[config.mk]
export PLATFORM = sky130hd
export DESIGN_NAME = rari_div_pipe
export DESIGN_NICKNAME = d
export VERILOG_FILES = /design/src/rtl/rari_div_pipe.sv
export SDC_FILE = /design/constraint.sdc
export NUM_CORES = 2
export LEC_CHECK = 0
export ABC_AREA = 1
export BUFFER_PORTS_ARGS = -buffer_cell sky130_fd_sc_hd__clkbuf_2
export CORE_MARGIN = 1
export CORE_UTILIZATION = 45
export CTS_CLUSTER_DIAMETER = 80
export DETAILED_ROUTE_END_ITERATION = 8
export GPL_ROUTABILITY_DRIVEN = 0
export GPL_TIMING_DRIVEN = 1
export SETUP_SLACK_MARGIN = 0.4
export SLEW_MARGIN = 20
export SYNTH_ARGS = -nofsm -noshare
export SYNTH_HDL_FRONTEND = slang
export SYNTH_SLANG_ARGS = --single-unit
[constraint.sdc]
create_clock -name clk -period 2.2 [get_ports clk]
set_clock_uncertainty 0.2 [all_clocks]
set_input_delay 0.44 -clock clk [delete_from_list [all_inputs] [get_ports clk]]
set_output_delay 0.44 -clock clk [all_outputs]
set_load 0.02 [all_outputs]
[src/rtl/rari_div_pipe.sv]
// Pipelined restoring divider, one quotient bit per stage, with side payload.
module rari_div_pipe #(
    parameter int QB = 17,
    parameter int DW = 33,
    parameter int PW = 1
) (
    input  logic          clk,
    input  logic          rst_n,
    input  logic          adv,
    input  logic          in_valid,
    input  logic [DW-1:0] in_rem,
    input  logic [QB-1:0] in_bits,
    input  logic [DW-1:0] in_div,
    input  logic [PW-1:0] in_pay,
    output logic          out_valid,
    output logic [QB-1:0] out_quo,
    output logic [PW-1:0] out_pay
);

    logic [DW-1:0] rem_reg [QB];
    logic [QB-1:0] bits_reg [QB];
    logic [QB-1:0] quo_reg [QB];
    logic [DW-1:0] div_reg [QB];
    logic [PW-1:0] pay_reg [QB];
    logic          vld_reg [QB];

    for (genvar k = 0; k < QB; k++)
    begin : g_stage
        logic [DW-1:0] p_rem;
        logic [QB-1:0] p_bits;
        logic [QB-1:0] p_quo;
        logic [DW-1:0] p_div;
        logic [PW-1:0] p_pay;
        logic          p_vld;
        logic [DW:0]   trial;
        logic [DW:0]   diff;
        logic          ge;

        if (k == 0)
        begin : g_first
            assign p_rem  = in_rem;
            assign p_bits = in_bits;
            assign p_quo  = '0;
            assign p_div  = in_div;
            assign p_pay  = in_pay;
            assign p_vld  = in_valid;
        end
        else
        begin : g_next
            assign p_rem  = rem_reg[k-1];
            assign p_bits = bits_reg[k-1];
            assign p_quo  = quo_reg[k-1];
            assign p_div  = div_reg[k-1];
            assign p_pay  = pay_reg[k-1];
            assign p_vld  = vld_reg[k-1];
        end

        // shift in next dividend bit, trial subtract
        assign trial = {p_rem, p_bits[QB-1]};
        assign diff  = trial - {1'b0, p_div};
        assign ge    = (trial >= {1'b0, p_div});

        always_ff @(posedge clk or negedge rst_n)
        begin
            if (!rst_n)
            begin
                vld_reg[k] <= 1'b0;
            end
            else if (adv)
            begin
                vld_reg[k] <= p_vld;
            end
        end

        always_ff @(posedge clk)
        begin
            if (adv)
            begin
                rem_reg[k]  <= ge ? diff[DW-1:0] : trial[DW-1:0];
                bits_reg[k] <= {p_bits[QB-2:0], 1'b0};
                quo_reg[k]  <= {p_quo[QB-2:0], ge};
                div_reg[k]  <= p_div;
                pay_reg[k]  <= p_pay;
            end
        end
    end

    assign out_valid = vld_reg[QB-1];
    assign out_quo   = quo_reg[QB-1];
    assign out_pay   = pay_reg[QB-1];

endmodule
==> key figures <==
Status
  – Status: finished, violations left
  – Failing checks: negative setup slack

Worst setup path
  – Critical Path Start Type: flop
  – CP Capture Type: flop
  – WS Path Type: reg2reg
  – CP max FO: 3
  – Worst path required time: 2.59 ns
  – R2R Path End: rem_reg[0][230]$_DFFE_PP_
  – Reg2reg setup slack: -0.45 ns
  – Worst EP arrival: 3.04 ns
  – Reg-to-reg critical path startpoint: div_reg[0][179]$_DFFE_PP_
  – Worst Reg-to-Reg Cells: 14

Layout
  – Most frequent cells in the layout: nand2_1 (3,877), buf_4 (2,973), inv_1 (2,339)
  – Final Net Count: 16,500
  – Design area: 143,000 µm²
  – Most common library cell in the layout ignoring fill and taps: nand2_1
  – Layout Utilization: 69.0%
  – Register area: 41,300 µm²
  – Ratio of cells with drive above 1 in the final layout: 38.8%
  – Area Growth Syn to Fin: 52.4%
  – Area of the multi-input gates: 54,600 µm²
  – Fillers: 15,700

Detailed routing
  – Via density: between 5 and 6
  – DR iter-0 viols: approximately 8,200
  – Remaining antenna violation count after routing: 0
  – DRT Pass-1 Iters: 9
  – Via count: between 90,000 and 100k
  – DR WL/cell: 17.6 µm
  – Final WL: 330,000 µm
  – # DRC: 0

Clocking
  – # H-tree levels: 4
  – Worst-Skew Late Latency: 0.85 ns
  – CTS Sinks: 1,379
  – CTS buffer count: 161
  – CTS tree: done
  – Clock transition at path regs: 0.06 ns
  – Max clock buf depth: 3
  – Clock root buffer: clkbuf_16

Flow run
  – Max_cap viols: 0

Global routing
  – First-pass GRT wire length: 477,000 µm
  – Largest net degree at the start of global routing: 79
  – Vias in the first global route: 89,000
  – Initial antenna violation count: 8
  – All-Layer GR Usage: 28.8%
  – Gr ovfl total: 0

Min path
  – Hold Path End: rem_reg[0][0]$_DFFE_PP_
  – HP Start: in_bits[16]
  – Worst Hold Class: in2reg
  – Hold Path Cell Cnt: 6

Floorplanning
  – Initial Utilization: 45.3%
  – Die area: 210,000 µm²
  – Rows: 167
  – Die Height: between 400 and 500 µm
  – Die width: 459 µm
  – Core ar.: roughly 210,000 µm²
  – IO Count: 107

Timing
  – Final Hold Violating Endpoints: 0
  – FMAX: 377 MHz
  – Worst Tran Pin Value: 0.785 ns
  – RSZ-0062 raised after global routing: yes
  – Endpoints failing setup: 540
  – Min cycle time layout: roughly 2.7 ns
  – Pins Over Slew Limit: 0
  – Final worst slack: -0.455 ns
  – Fin Hold WS: about 0.050 ns
  – Slew Limit Headroom: between 40% and 50%
  – Final period utilization: 121%

Synthesis
  – Ys Warns: 0
  – Netlist cell types: 44
  – Post-synth ARST share: 1.23%
  – Cells after Synth: between 10,000 and 15,000
  – Synthesized area: roughly 94,000 µm²
  – Syn Nets: 13,000
  – Register area share after synthesis: 44.0%
  – Most used DFF post-synth: edfxtp_1
  – Mean Syn Cell Area: 7.60 µm²
  – Number of synthesized flops with an enable pin: 1,362
  – Seq cells post-synth: 1,379

Place
  – Hpwl dp: roughly 240,000 µm
  – Post-DP Area: 120,000 µm²
  – Port Buf Inserts: 106

Pwr
  – Pwr dens: 1370 nW/µm²
  – Peak VDD IR: a little over 1 mV
  – P_leak: 72.2 nW
  – Tot Pwr: 196 mW
[worst max-delay path, stage by stage, from the launching register on]
cell and delay (ns):
edfxtp_1 0.52, inv_1 0.11, ha_1 0.34, nand2_4 0.10, inv_2 0.04, nand2_2 0.10
buf_4 0.12, buf_4 0.09, inv_1 0.06, a21oi_2 0.20, nand2_4 0.11, nand2_2 0.09
nand3b_1 0.09, nand3_1 0.14, nand2_4 0.08
[through the flow]
step / cells / setup TNS, ns / worst slack (ns)
after CTS: 18300 / -135.53 / -0.360
after global placement: 17700 / -209.08 / -0.542
after floorplan: 12400 / 0 / 0.00868
after global routing: 18700 / -190.64 / -0.569
after detailed placement: 17700 / -224.79 / -0.583
final: 18700 / -151.09 / -0.455
[final cells by class]
type | instances | share of cell area (%)
inverters | 2587 | 6.83
flip-flops and latches | 1379 | 28.9
well taps | 2788 | 2.44
clock inverters | 98 | 0.801
repair buffers | 3428 | 19.9
multi-input cells | 8265 | 38.2
repair inverters | 1 | 0.0140
clock buffers | 199 | 2.95
diodes | 2 | 0.00350
[timing repair]
action / 4_1_cts / 5_1_grt
hold endpoints to repair: 144 / 0
gates resized for setup: 809 / 1782
pin swaps: 274 / 572
setup buffers: 243 / 373
endpoints found under the setup margin: 530 / 564
hold buffers: 87 / 0
gates cloned: 36 / 44
[per-layer routing]
metal  vias up  routed length (µm)  track usage, %  share of wire, %
met5         -                  44               0             0.013
met4         8               14000            10.4               4.2
met3       885               25000            3.79               7.6
met2      3814              156000            48.2                47
met1     44400              135000            38.0                41
li1      45600                   -               -                 -
[Yosys cell counts (3+ instances only)]
cell | n | area, µm²
a21o_1 | 12 | 90.1
nand2_2 | 36 | 225
buf_12 | 6 | 120
nand3b_1 | 165 | 1240
nor3_2 | 7 | 70.1
mux2_2 | 3 | 33.8
o21ai_1 | 10 | 50.1
nand3_2 | 161 | 1610
nand2_8 | 14 | 280
nand4_1 | 15 | 93.8
a21oi_1 | 344 | 1720
nor2_2 | 57 | 357
nand3_1 | 844 | 4220
inv_2 | 13 | 48.8
nand2_4 | 8 | 90.1
xor2_1 | 210 | 1840
nand2_1 | 4817 | 18100
xnor2_1 | 17 | 149
o21bai_1 | 12 | 90.1
buf_6 | 38 | 428
buf_2 | 85 | 425
or2_2 | 31 | 194
o21ai_0 | 32 | 160
and2_1 | 64 | 400
edfxtp_1 | 1362 | 40900
fa_1 | 16 | 320
ha_1 | 561 | 7020
nor4_1 | 3 | 18.8
inv_1 | 2572 | 9650
nor2_4 | 15 | 169
buf_4 | 8 | 60.1
dfrtp_1 | 17 | 425
nor2_1 | 643 | 2410
buf_8 | 7 | 105
nor3_1 | 135 | 676
[how the worst max path moves through the flow]
stage                              start                         to  slack (ns)  cells after the start
6_report       div_reg[0][179]$_DFFE_PP_  rem_reg[0][230]$_DFFE_PP_       -0.45                     14
5_1_grt        div_reg[0][179]$_DFFE_PP_  rem_reg[0][226]$_DFFE_PP_       -0.57                     15
4_1_cts        div_reg[0][180]$_DFFE_PP_  rem_reg[0][230]$_DFFE_PP_       -0.36                     13
3_5_place_dp   div_reg[0][456]$_DFFE_PP_  rem_reg[0][490]$_DFFE_PP_       -0.58                     12
3_3_place_gp   div_reg[0][456]$_DFFE_PP_  rem_reg[0][490]$_DFFE_PP_       -0.54                     12
2_1_floorplan                in_bits[16]   rem_reg[0][25]$_DFFE_PP_       0.009                     13
[report_power, final]
part           switching, mW  internal (mW)
registers               6.11           38.2
logic                   67.7           56.9
clock network           11.7           15.7
[kinds of logic after synthesis]
group	Yosys count	share of synthesized area [%]
and+or+nand+nor	7018	32.2
buffers and inverters	2734	11.6
DFF	1379	44.0
adders and majority gates	577	7.82
AOI/OAI and AO/OA	414	2.28
xor gates and xnor gates	227	2.12
muxes	3	0.0360
No activity file was read; power rests on OpenSTA's default activity.
